--- config.mk ---
export PLATFORM = sky130hd
export DESIGN_NAME = morse_code_keyer
export DESIGN_NICKNAME = d
export VERILOG_FILES = /design/src/mck_pkg.sv /design/src/mck_seq.sv /design/src/mck_dpath.sv /design/src/morse_code_keyer.sv
export SDC_FILE = /design/constraint.sdc
export NUM_CORES = 1
export LEC_CHECK = 0
export ABC_AREA = 1
export BUFFER_PORTS_ARGS = -buffer_cell sky130_fd_sc_hd__buf_2
export CAP_MARGIN = 0
export CORE_ASPECT_RATIO = 0.8
export CORE_MARGIN = 2
export CORE_UTILIZATION = 30
export DETAILED_ROUTE_END_ITERATION = 16
export GPL_ROUTABILITY_DRIVEN = 0
export SLEW_MARGIN = 20
export SYNTH_ARGS = -nofsm -noshare
export SYNTH_HDL_FRONTEND = slang
export SYNTH_HIERARCHICAL = 1
export SYNTH_SLANG_ARGS = --single-unit
--- constraint.sdc ---
create_clock -name clk_i -period 5.1 [get_ports clk_i]
set_input_delay 1.53 -clock clk_i [delete_from_list [all_inputs] [get_ports clk_i]]
set_output_delay 1.53 -clock clk_i [all_outputs]
set_load 0.02 [all_outputs]
--- src/mck_pkg.sv ---
// Shared types, constants, character tables and microcode for the Morse keyer.
`timescale 1ns / 1ps

package mck_pkg;

  // Input transfer: one ASCII character and the end-of-message flag.
  typedef struct packed {
    logic [7:0] character;
    logic       end_of_message;
  } in_item_t;

  // Output transfer: one lamp segment.
  typedef struct packed {
    logic        lamp_on;
    logic [15:0] duration_ticks;
    logic        last;
  } out_item_t;

  // Configuration register indexes and reset values.
  localparam logic [1:0] REG_DOT_ON  = 2'd0;
  localparam logic [1:0] REG_DASH_ON = 2'd1;
  localparam logic [1:0] REG_GAP     = 2'd2;

  localparam logic [15:0] DotOnReset  = 16'd5000;
  localparam logic [15:0] DashOnReset = 16'd15000;
  localparam logic [15:0] GapReset    = 16'd10000;

  // Timing registers as seen by the datapath.
  typedef struct packed {
    logic [15:0] dot_on;
    logic [15:0] dash_on;
    logic [15:0] gap;
  } cfg_t;

  // Decoded character: element count and dash mask (bit i set means element i is a dash).
  typedef struct packed {
    logic [2:0] len;
    logic [4:0] pat;
  } morse_t;

  localparam logic [2:0] LetterLen [26] = '{
    3'd2, 3'd4, 3'd4, 3'd3, 3'd1, 3'd4, 3'd3, 3'd4, 3'd2, 3'd4, 3'd3, 3'd4, 3'd2,
    3'd2, 3'd3, 3'd4, 3'd4, 3'd3, 3'd3, 3'd1, 3'd3, 3'd4, 3'd3, 3'd4, 3'd4, 3'd4
  };
  localparam logic [4:0] LetterPat [26] = '{
    5'd2, 5'd1, 5'd5, 5'd1, 5'd0, 5'd4, 5'd3, 5'd0, 5'd0, 5'd14, 5'd5, 5'd2, 5'd3,
    5'd1, 5'd7, 5'd6, 5'd11, 5'd2, 5'd0, 5'd1, 5'd4, 5'd8, 5'd6, 5'd9, 5'd13, 5'd3
  };
  localparam logic [4:0] DigitPat [10] = '{
    5'd31, 5'd30, 5'd28, 5'd24, 5'd16, 5'd0, 5'd1, 5'd3, 5'd7, 5'd15
  };

  localparam logic [2:0] DigitLen  = 3'd5;
  localparam logic [7:0] CharA     = 8'h41;
  localparam logic [7:0] CharZ     = 8'h5A;
  localparam logic [7:0] Char0     = 8'h30;
  localparam logic [7:0] Char9     = 8'h39;
  localparam logic [7:0] CharSpace = 8'h20;

  // Map a character to its Morse pattern; anything unknown has no elements.
  function automatic morse_t morse_decode(input logic [7:0] ch);
    morse_t     m;
    logic [7:0] off;
    m = '0;
    off = 8'h00;
    if (ch >= CharA && ch <= CharZ) begin
      off   = ch - CharA;
      m.len = LetterLen[off[4:0]];
      m.pat = LetterPat[off[4:0]];
    end else if (ch >= Char0 && ch <= Char9) begin
      off   = ch - Char0;
      m.len = DigitLen;
      m.pat = DigitPat[off[3:0]];
    end
    return m;
  endfunction

  // Microcode fields.
  typedef enum logic {
    DUR_ELEM,
    DUR_GAP
  } dur_sel_e;

  typedef enum logic [1:0] {
    LAST_NEVER,
    LAST_ALWAYS,
    LAST_ELEM_END,
    LAST_NO_EOM
  } last_sel_e;

  typedef enum logic [2:0] {
    COND_NEVER,
    COND_ALWAYS,
    COND_NO_ITEM,
    COND_NO_LEN,
    COND_MORE_ELEM,
    COND_NOT_SPACE,
    COND_NO_EOM
  } cond_e;

  localparam int StepW = 4;

  // Named program addresses.
  localparam logic [StepW-1:0] S_WAIT      = 4'd0;
  localparam logic [StepW-1:0] S_CHECK_LEN = 4'd1;
  localparam logic [StepW-1:0] S_ELEM_ON   = 4'd2;
  localparam logic [StepW-1:0] S_ELEM_GAP  = 4'd3;
  localparam logic [StepW-1:0] S_CHK_SPACE = 4'd4;
  localparam logic [StepW-1:0] S_SPACE_0   = 4'd5;
  localparam logic [StepW-1:0] S_SPACE_1   = 4'd6;
  localparam logic [StepW-1:0] S_CHK_EOM   = 4'd7;
  localparam logic [StepW-1:0] S_EOM_0     = 4'd8;
  localparam logic [StepW-1:0] S_EOM_1     = 4'd9;
  localparam logic [StepW-1:0] S_DONE      = 4'd10;

  typedef struct packed {
    logic             emit;
    logic             lamp;
    dur_sel_e         dur;
    last_sel_e        last;
    cond_e            cond;
    logic [StepW-1:0] target;
    logic             inc_elem;
    logic             release_item;
  } uword_t;

  localparam uword_t UwordNop = '{
    emit: 1'b0, lamp: 1'b0, dur: DUR_GAP, last: LAST_NEVER, cond: COND_NEVER,
    target: S_WAIT, inc_elem: 1'b0, release_item: 1'b0
  };

  // Control store: one word per program step.
  function automatic uword_t ucode_rom(input logic [StepW-1:0] step);
    uword_t w;
    w = UwordNop;
    case (step)
      S_WAIT: begin
        w.cond   = COND_NO_ITEM;
        w.target = S_WAIT;
      end
      S_CHECK_LEN: begin
        w.cond   = COND_NO_LEN;
        w.target = S_CHK_SPACE;
      end
      S_ELEM_ON: begin
        w.emit = 1'b1;
        w.lamp = 1'b1;
        w.dur  = DUR_ELEM;
      end
      S_ELEM_GAP: begin
        w.emit     = 1'b1;
        w.last     = LAST_ELEM_END;
        w.cond     = COND_MORE_ELEM;
        w.target   = S_ELEM_ON;
        w.inc_elem = 1'b1;
      end
      S_CHK_SPACE: begin
        w.cond   = COND_NOT_SPACE;
        w.target = S_CHK_EOM;
      end
      S_SPACE_0: begin
        w.emit = 1'b1;
      end
      S_SPACE_1: begin
        w.emit = 1'b1;
        w.last = LAST_NO_EOM;
      end
      S_CHK_EOM: begin
        w.cond   = COND_NO_EOM;
        w.target = S_DONE;
      end
      S_EOM_0: begin
        w.emit = 1'b1;
      end
      S_EOM_1: begin
        w.emit = 1'b1;
        w.last = LAST_ALWAYS;
      end
      S_DONE: begin
        w.cond         = COND_ALWAYS;
        w.target       = S_WAIT;
        w.release_item = 1'b1;
      end
      default: begin
        w.cond   = COND_ALWAYS;
        w.target = S_WAIT;
      end
    endcase
    return w;
  endfunction

  // Datapath status seen by the sequencer.
  typedef struct packed {
    logic item_full;
    logic len_zero;
    logic more_elem;
    logic is_space;
    logic eom;
    logic out_ready;
  } dp_status_t;

  // Gated control from the sequencer to the datapath.
  typedef struct packed {
    logic      emit;
    logic      lamp;
    dur_sel_e  dur;
    last_sel_e last;
    logic      inc_elem;
    logic      release_item;
  } dp_ctrl_t;

endpackage

--- src/mck_seq.sv ---
// Microcode sequencer: step counter, control store lookup and jump logic.
`timescale 1ns / 1ps

module mck_seq (
  input  logic               clk_i,
  input  logic               rst_ni,
  input  mck_pkg::dp_status_t status_i,
  output mck_pkg::dp_ctrl_t   ctrl_o
);

  logic [mck_pkg::StepW-1:0] step_q, step_d;
  mck_pkg::uword_t           uw;
  logic                      advance;
  logic                      take_jump;

  // Fetch the control word of the current step.
  assign uw = mck_pkg::ucode_rom(step_q);

  // An emitting step waits until the output register can take the segment.
  assign advance = !uw.emit || status_i.out_ready;

  // Jump condition.
  always_comb begin
    case (uw.cond)
      mck_pkg::COND_NEVER:     take_jump = 1'b0;
      mck_pkg::COND_ALWAYS:    take_jump = 1'b1;
      mck_pkg::COND_NO_ITEM:   take_jump = !status_i.item_full;
      mck_pkg::COND_NO_LEN:    take_jump = status_i.len_zero;
      mck_pkg::COND_MORE_ELEM: take_jump = status_i.more_elem;
      mck_pkg::COND_NOT_SPACE: take_jump = !status_i.is_space;
      mck_pkg::COND_NO_EOM:    take_jump = !status_i.eom;
      default:                 take_jump = 1'b1;
    endcase
  end

  // Next step.
  always_comb begin
    step_d = step_q;
    if (advance) begin
      if (take_jump) begin
        step_d = uw.target;
      end else begin
        step_d = step_q + 1'b1;
      end
    end
  end

  always_ff @(posedge clk_i or negedge rst_ni) begin
    if (!rst_ni) begin
      step_q <= mck_pkg::S_WAIT;
    end else begin
      step_q <= step_d;
    end
  end

  // Side effects only take place on the cycle the step completes.
  assign ctrl_o.emit         = uw.emit && advance;
  assign ctrl_o.lamp         = uw.lamp;
  assign ctrl_o.dur          = uw.dur;
  assign ctrl_o.last         = uw.last;
  assign ctrl_o.inc_elem     = uw.inc_elem && advance;
  assign ctrl_o.release_item = uw.release_item && advance;

endmodule

--- src/mck_dpath.sv ---
// Keyer datapath: held character, element counter, duration select and output register.
`timescale 1ns / 1ps

module mck_dpath (
  input  logic                clk_i,
  input  logic                rst_ni,
  input  mck_pkg::cfg_t       cfg_i,
  input  logic                in_valid_i,
  output logic                in_stall_o,
  input  mck_pkg::in_item_t   in_data_i,
  output logic                out_valid_o,
  input  logic                out_stall_i,
  output mck_pkg::out_item_t  out_data_o,
  input  mck_pkg::dp_ctrl_t   ctrl_i,
  output mck_pkg::dp_status_t status_o
);

  logic               item_full_q, item_full_d;
  mck_pkg::morse_t    morse_q;
  logic               space_q;
  logic               eom_q;
  logic [2:0]         elem_q, elem_d;
  logic               out_valid_q, out_valid_d;
  mck_pkg::out_item_t out_q;
  logic               in_fire;
  logic               more_elem;
  logic               is_dash;
  logic [15:0]        dur;
  logic               seg_last;

  // The character register is free again once its program has finished.
  assign in_stall_o = item_full_q;
  assign in_fire    = in_valid_i && !item_full_q;

  always_comb begin
    item_full_d = item_full_q;
    if (ctrl_i.release_item) begin
      item_full_d = 1'b0;
    end else if (in_fire) begin
      item_full_d = 1'b1;
    end
  end

  // Decode the character at transfer time.
  always_ff @(posedge clk_i) begin
    if (in_fire) begin
      morse_q <= mck_pkg::morse_decode(in_data_i.character);
      space_q <= (in_data_i.character == mck_pkg::CharSpace);
      eom_q   <= in_data_i.end_of_message;
    end
  end

  // Element counter walks the dot/dash mask.
  assign more_elem = ({1'b0, elem_q} + 4'd1) < {1'b0, morse_q.len};
  assign is_dash   = morse_q.pat[elem_q];

  always_comb begin
    elem_d = elem_q;
    if (ctrl_i.release_item) begin
      elem_d = 3'd0;
    end else if (ctrl_i.inc_elem) begin
      elem_d = elem_q + 3'd1;
    end
  end

  // Segment duration and last flag.
  always_comb begin
    if (ctrl_i.dur == mck_pkg::DUR_ELEM) begin
      dur = is_dash ? cfg_i.dash_on : cfg_i.dot_on;
    end else begin
      dur = cfg_i.gap;
    end
  end

  always_comb begin
    case (ctrl_i.last)
      mck_pkg::LAST_NEVER:    seg_last = 1'b0;
      mck_pkg::LAST_ALWAYS:   seg_last = 1'b1;
      mck_pkg::LAST_ELEM_END: seg_last = !more_elem && !space_q && !eom_q;
      mck_pkg::LAST_NO_EOM:   seg_last = !eom_q;
      default:                seg_last = 1'b0;
    endcase
  end

  // Output register.
  always_comb begin
    out_valid_d = out_valid_q;
    if (ctrl_i.emit) begin
      out_valid_d = 1'b1;
    end else if (!out_stall_i) begin
      out_valid_d = 1'b0;
    end
  end

  always_ff @(posedge clk_i) begin
    if (ctrl_i.emit) begin
      out_q.lamp_on        <= ctrl_i.lamp;
      out_q.duration_ticks <= dur;
      out_q.last           <= seg_last;
    end
  end

  always_ff @(posedge clk_i or negedge rst_ni) begin
    if (!rst_ni) begin
      item_full_q <= 1'b0;
      elem_q      <= 3'd0;
      out_valid_q <= 1'b0;
    end else begin
      item_full_q <= item_full_d;
      elem_q      <= elem_d;
      out_valid_q <= out_valid_d;
    end
  end

  assign out_valid_o = out_valid_q;
  assign out_data_o  = out_q;

  // Status back to the sequencer.
  assign status_o.item_full = item_full_q;
  assign status_o.len_zero  = (morse_q.len == 3'd0);
  assign status_o.more_elem = more_elem;
  assign status_o.is_space  = space_q;
  assign status_o.eom       = eom_q;
  assign status_o.out_ready = !out_valid_q || !out_stall_i;

  // Segments are only produced for a held character.
  a_emit_needs_item : assert property (@(posedge clk_i) disable iff (!rst_ni)
    ctrl_i.emit |-> item_full_q)
    else $error("segment emitted without a held character");

  // A pending segment is never overwritten while stalled.
  a_no_overwrite : assert property (@(posedge clk_i) disable iff (!rst_ni)
    (out_valid_q && out_stall_i) |-> !ctrl_i.emit)
    else $error("output register overwritten under stall");

  // The element counter ends one past the last element of the longest pattern.
  a_elem_range : assert property (@(posedge clk_i) disable iff (!rst_ni)
    elem_q <= 3'd5)
    else $error("element counter out of range");

  // Releasing the character frees the input and rewinds the counter.
  a_release : assert property (@(posedge clk_i) disable iff (!rst_ni)
    ctrl_i.release_item |=> (!item_full_q && elem_q == 3'd0))
    else $error("release did not free the character register");

endmodule

--- src/morse_code_keyer.sv ---
// Top level of the Morse keyer: timing registers, sequencer and datapath.
`timescale 1ns / 1ps

// Usage:
//   Input channel (in_valid_i / in_stall_o / in_data_i) takes one ASCII character and an
//   end-of-message flag per transfer. Letters A to Z and digits 0 to 9 become dots and
//   dashes, each followed by a dark gap; a space gives two dark gaps, the flag two more.
//   Other characters give nothing of their own.
//   Output channel (out_valid_o / out_stall_i / out_data_o) carries one lamp segment per
//   transfer; last marks the final segment caused by a character.
//   Sequence: every character runs five control steps (wait, length check, space check,
//   end-of-message check, done) plus one step per segment, and the next character is
//   taken in the wait step after that, so a new character is not taken before the last
//   one is through (a digit with end of message gives twelve segments). The first segment
//   reaches the output register after the wait, length check and first element-on steps.
//   A stalled receiver freezes the sequencer on its next emitting step; the pending
//   segment stays in the output register and nothing is lost.
//   Reset clears the sequencer and all valid flags and loads the timing registers with
//   dot 5000, dash 15000 and gap 10000 ticks. Registers sit on the APB port at byte
//   offsets 0, 4 and 8 and should be written while the keyer is idle.
module morse_code_keyer (
  input  logic               clk_i,
  input  logic               rst_ni,
  input  logic               psel,
  input  logic               penable,
  input  logic               pwrite,
  input  logic [3:0]         paddr,
  input  logic [31:0]        pwdata,
  output logic [31:0]        prdata,
  output logic               pready,
  input  logic               in_valid_i,
  output logic               in_stall_o,
  input  mck_pkg::in_item_t  in_data_i,
  output logic               out_valid_o,
  input  logic               out_stall_i,
  output mck_pkg::out_item_t out_data_o
);

  logic [15:0]         dot_on_q;
  logic [15:0]         dash_on_q;
  logic [15:0]         gap_q;
  logic                wr_en;
  logic [1:0]          reg_idx;
  mck_pkg::cfg_t       cfg;
  mck_pkg::dp_ctrl_t   ctrl;
  mck_pkg::dp_status_t status;

  // Register port: zero wait states.
  assign pready  = 1'b1;
  assign wr_en   = psel && penable && pwrite;
  assign reg_idx = paddr[3:2];

  always_ff @(posedge clk_i or negedge rst_ni) begin
    if (!rst_ni) begin
      dot_on_q  <= mck_pkg::DotOnReset;
      dash_on_q <= mck_pkg::DashOnReset;
      gap_q     <= mck_pkg::GapReset;
    end else if (wr_en) begin
      case (reg_idx)
        mck_pkg::REG_DOT_ON:  dot_on_q  <= pwdata[15:0];
        mck_pkg::REG_DASH_ON: dash_on_q <= pwdata[15:0];
        mck_pkg::REG_GAP:     gap_q     <= pwdata[15:0];
        default: begin
        end
      endcase
    end
  end

  // Read back.
  always_comb begin
    case (reg_idx)
      mck_pkg::REG_DOT_ON:  prdata = {16'h0000, dot_on_q};
      mck_pkg::REG_DASH_ON: prdata = {16'h0000, dash_on_q};
      mck_pkg::REG_GAP:     prdata = {16'h0000, gap_q};
      default:              prdata = 32'h0000_0000;
    endcase
  end

  assign cfg.dot_on  = dot_on_q;
  assign cfg.dash_on = dash_on_q;
  assign cfg.gap     = gap_q;

  mck_seq u_seq (
    .clk_i    (clk_i),
    .rst_ni   (rst_ni),
    .status_i (status),
    .ctrl_o   (ctrl)
  );

  mck_dpath u_dpath (
    .clk_i       (clk_i),
    .rst_ni      (rst_ni),
    .cfg_i       (cfg),
    .in_valid_i  (in_valid_i),
    .in_stall_o  (in_stall_o),
    .in_data_i   (in_data_i),
    .out_valid_o (out_valid_o),
    .out_stall_i (out_stall_i),
    .out_data_o  (out_data_o),
    .ctrl_i      (ctrl),
    .status_o    (status)
  );

endmodule
Word level (Yosys, flattened, before mapping)
Memories as Yosys holds them, arrays and structs flattened.
Cells that the tools add are included.
- add/sub/neg operators: 5
- $lt $le $gt $ge: 8
- eq/ne operators: 22
- muxes and demuxes: 28
- bitwise operators: 2
- reductions and logical operators: 31
- operators with widths (operator ; number):
    16-bit one-hot mux with 3 select lines ; 1
    7-bit one-hot mux with 6 select lines ; 1
    16-bit 2-to-1 mux ; 2
    5-bit 2-to-1 mux ; 4
    4-bit by 3-bit equality test with 1-bit output (second input constant) ; 4
    8-bit 2-to-1 mux ; 2
    4-bit equality test (second input constant) ; 3
    3-bit 2-to-1 mux ; 4
    1-bit logical AND ; 10
    3-bit equality test (second input constant) ; 3
    4-bit by 2-bit equality test with 1-bit output (second input constant) ; 2
    8-bit by 6-bit equality test with 1-bit output (second input constant) ; 1
    8-bit by 6-bit greater-or-equal comparator with 1-bit output (second input constant) ; 1
    8-bit by 7-bit greater-or-equal comparator with 1-bit output (second input constant) ; 1
    8-bit by 6-bit less-or-equal comparator with 1-bit output (second input constant) ; 1
    8-bit by 7-bit less-or-equal comparator with 1-bit output (second input constant) ; 1
    1-bit 2-to-1 mux ; 8
    1-bit zero test ; 7
    2-bit equality test (second input constant) ; 3
    3-bit by 2-bit equality test with 1-bit output (second input constant) ; 2
    6-bit greater-or-equal comparator (second input constant) ; 1
    3-bit zero test ; 2
    5-bit inverter with 6-bit output ; 1
    1-bit one-hot mux with 6 select lines ; 1
    24 further kinds ; 30
- flip-flop bits (word level): 85
- bits in read-only memories: 336
- bits of input ports: 52
- output and inout port bits: 53
- memories: 3
- memories (name ; words ; bits a word ; rd ports ; clocked after memory_dff ; write ports ; line ; source):
    (no name shown) ; 32 ; 5 ; 1 ; 0 ; 0 ; mck_pkg.sv:69 ; m.pat = LetterPat[off[4:0]];
    (no name shown) ; 32 ; 3 ; 1 ; 0 ; 0 ; mck_pkg.sv:68 ; m.len = LetterLen[off[4:0]];
    (no name shown) ; 16 ; 5 ; 1 ; 0 ; 0 ; mck_pkg.sv:73 ; m.pat = DigitPat[off[3:0]];

Logic depth before layout (Yosys ltp)
- depth in word-level cells: 8
- gate-level depth with buffers: 19
- mapped depth without buffers: 18

By module
Netlist, hierarchy kept.
- modules (own cells, without submodules) (module ; times used ; cells each ; area an instance (µm²) ; seq. area each (µm²)):
    mck_dpath ; 1 ; 359 ; 2508.7 ; 965.9
    morse_code_keyer ; 1 ; 302 ; 2427.3 ; 1222.4
    mck_seq ; 1 ; 93 ; 576.8 ; 100.1

Worst setup path after synthesis
No wires, ideal clock.
- path kind: input port to output port
- from: input port paddr[3]
- to: output port prdata[10]
- arrival: 2.218 ns
- data required time: 3.570 ns
- path slack: 1.352 ns
- stages on the path: 4
- cells stage by stage: nor2_2 -> buf_4 -> nand2_1 -> nand3_1
- word-level cells in the longest chain between the ends: 2
- elaborated cells between the ends (all ways): 4
- those cells by class: 2 x eq/ne; 1 x mux; 1 x reduce/logical
- ends and longest elaborated chain (element ; line ; source):
    start: declaration ; morse_code_keyer.sv:27 ; input logic [3:0] paddr,
    2-bit equality test, or another cell as far along ; morse_code_keyer.sv:71 ; case (reg_idx)
    16-bit one-hot mux with 3 select lines (*) ; morse_code_keyer.sv:71 ;
    end: declaration ; morse_code_keyer.sv:29 ; output logic [31:0] prdata,
Every way passes the cells marked *; elsewhere a longest branch is shown, timed or not.

Worst setup path in the final report
- from: input port paddr[3]
- to: output port prdata[2]
The elaborated chain is that of the path after synthesis.

==> results.yml <==
placement:
  post-place-cells: 1029
  io_buffer_count: 69
  dpl.hpwl_mm: 9.698
final_layout:
  stdcell_count: 1045
  n_fill_cell: 1934
  final_util_pct: 34.28
  seqCellArea_um2: 2288
  fin_nets: 877
  final_layout_size_suffix_gt1_share_pct: 19.63
  diodes: 0
  multi_input_area_um2: 2624
  syn2layout_area_growth_pct: 12.30
global_route:
  grt_max_degree: 34
  grt_usage_pct: 15.16
  grt_first_pass_wirelength_mm: 23.54
  antenna_found_initial: 1
  grt_overflow_total: 0
  grt_pass1_vias: 4475
timing:
  hold_viol_final: 0
  period_needed_ns: 4.114
  grt_setup_unrepaired: "no"
  maxSlewViolCount: 0
  clock_skew_ns: 0.009462
  relSlewSlack_pct: 35.99
  tightest_slew_ns: 0.9591
  tns_ns: 0
  setup_viol: 0
  timing.fmax_mhz: 243.0
  min_period_over_period_pct: 80.67
cts:
  clk_latency_ns: 0.35
  ctsHoldBuffers: 0
  post_cts_resized: 0
  cts_max_level: 3
  cts_tree: "done"
  cts_made_buffers: 9
  clkTransAtPathRegs_ns: 0.08
  cts_root_buffer: "clkbuf_16"
  post_cts_buffers: 0
  clock_sinks: 85
  cts_buffer_depth: 2
worst_setup_path:
  rrSetupSlack_ns: 2.60
  critPathLaunchType: "primary input"
  critPathCaptureType: "output pin"
  worstRegToRegCells: 9
  crit_type: "in2out"
  crit_path_max_fanout: 17
  critPathRequiredTime_ns: 3.57
  reg2reg_from: "u_seq/step_q[0]"
  reg2reg_to: "u_dpath/out_data_o[10]"
  worst_ep_arrival_time_ns: 2.58
synth:
  ys_ff_latch: 85
  async_flop_share_pct: 67.06
  synth.most_common_cell: "nand2_1"
  avgSynthCellArea_um2: 7.311
  ys.flop_type: "dfrtp_1"
  synth_top_area_share_pct: 22.81
  ys_warn_count: 6
  synthDistinctLibCells: 41
  synth-edff-count: 28
  synth_cells: 754
  post-synth-top-area-cell: "nand2_1"
  synth.area.top_cells: "nand2_1 23%, dfrtp_1 18%, edfxtp_1 15%"
  ys_seq_area_share_pct: 41.51
  synth_common_cells: "335 x nand2_1, 82 x inv_1, 74 x nand3_1, 40 x dfrtp_1, 28 x edfxtp_1"
  syn-cell-area_um2: 5513
die:
  die_w_um: 155.6
  start_util_pct: 30.53
  core_um2: 18060
  die_h_um: 125.2
  io_pins: 105
  num_rows: 44
  die-area_um2: 19480
drt:
  drt_wl_total_mm: 14.27
  drt_iter0_drc: 345
  via_per_inst: 4.532
  first_pass_iters: 5
  ant_nets: 0
  vias: 4736
  drc: 0
  wl_per_cell_um: 13.66
outcome:
  outcome: "complete, no violations"
pwr:
  vdd_drop_max_mv: 0.2717
  leakage_nw: 3.340
  power.density_nw_per_um2: 506.2
hold_path:
  hp-start: "gap_q[4]"
  min_to: "gap_q[4]"
  hold_path.class: "reg2reg"
  min_path_cells: 2
run:
  max-cap-violations: 0
critical path, cell delays in order:
cell     delay (ns)
buf_2          0.12
inv_1          0.08
nand2_2        0.08
inv_2          0.32
nand2_1        0.09
nand3_1        0.17
buf_2          0.20
worst max-delay path by stage:
stage | from | endpoint | slack, ns | cells after the start
global placement | paddr[2] | prdata[2] | 0.98 | 7
floorplan | paddr[3] | prdata[10] | 1.35 | 4
global route | paddr[2] | prdata[2] | 0.86 | 7
CTS | paddr[2] | prdata[2] | 0.97 | 7
detailed placement | paddr[2] | prdata[2] | 0.98 | 7
finish | paddr[3] | prdata[2] | 0.99 | 7
layout make-up:
class                   instances  area share, %
repair buffers                 72          5.942
flip-flops and latches         85          36.96
inverters                      89          5.416
clock inverters                 7          1.011
well taps                     230          4.648
clock buffers                   9          3.638
multi-input cells             553          42.38
sequential cells by signal, indices dropped and copies added, names as in the netlist:
name / cells
u_dpath/space_q: 1
dot_on_q: 16
u_dpath/out_data_o: 18
u_dpath/elem_q: 3
u_dpath/eom_q: 1
u_dpath/out_valid_o: 1
u_dpath/morse_q: 8
gap_q: 16
u_seq/step_q: 4
u_dpath/in_stall_o: 1
dash_on_q: 16
stage by stage:
stage | hold slack (ns) | setup slack, ns | total power (W) | instance area (um2)
final | 0.4735 | 0.9856 | 0.003134 | 6191
after global routing | 0.4829 | 0.8628 | 0.003376 | 6191
after CTS | 0.4727 | 0.9720 | 0.003158 | 6191
after detailed placement | 0.4611 | 0.9758 | 0.002507 | 5903
after global placement | 0.4605 | 0.9752 | 0.002475 | 5903
after floorplan | 0.4490 | 1.352 | 0.002153 | 5569
power by group:
| group | switching (W) | leakage [nW] | internal, W | total [W] |
|---|---|---|---|---|
| combinational | 0.000938 | 2.25 | 0.000423 | 0.00136 |
| clock | 0.000302 | 0.139 | 0.000342 | 0.000643 |
| sequential | 0.000145 | 0.947 | 0.000984 | 0.00113 |
cell usage in the layout (no fill, tap or decap), types with 17 or more instances in the layout:
master / synthesis / layout
nand2_1: 335 / 335
inv_1: 82 / 82
nand3_1: 74 / 74
buf_2: 6 / 69
dfrtp_1: 40 / 40
edfxtp_1: 28 / 28
nor2_1: 26 / 26
nand2_2: 21 / 21
conb_1: 2 / 17
dfstp_2: 17 / 17
layer usage:
metal / GRT usage (%) / vias up / wire (um)
met5: 0 / - / 7
met4: 3.184 / 2 / 144
met3: 3.501 / 12 / 844
met2: 22.83 / 137 / 6113
met1: 22.22 / 2182 / 7164
li1: - / 2403 / -
cell families after synthesis:
family          Yosys count  share of synthesized area (%)
other cells               2                         0.1362
simple gates            486                          39.20
xor+xnor                  3                         0.4767
flops                    85                          41.51
fa+ha+maj                15                          3.404
compound gates           32                          3.359
buf+inv                 131                          11.92
(Power assumes the default switching activity.)
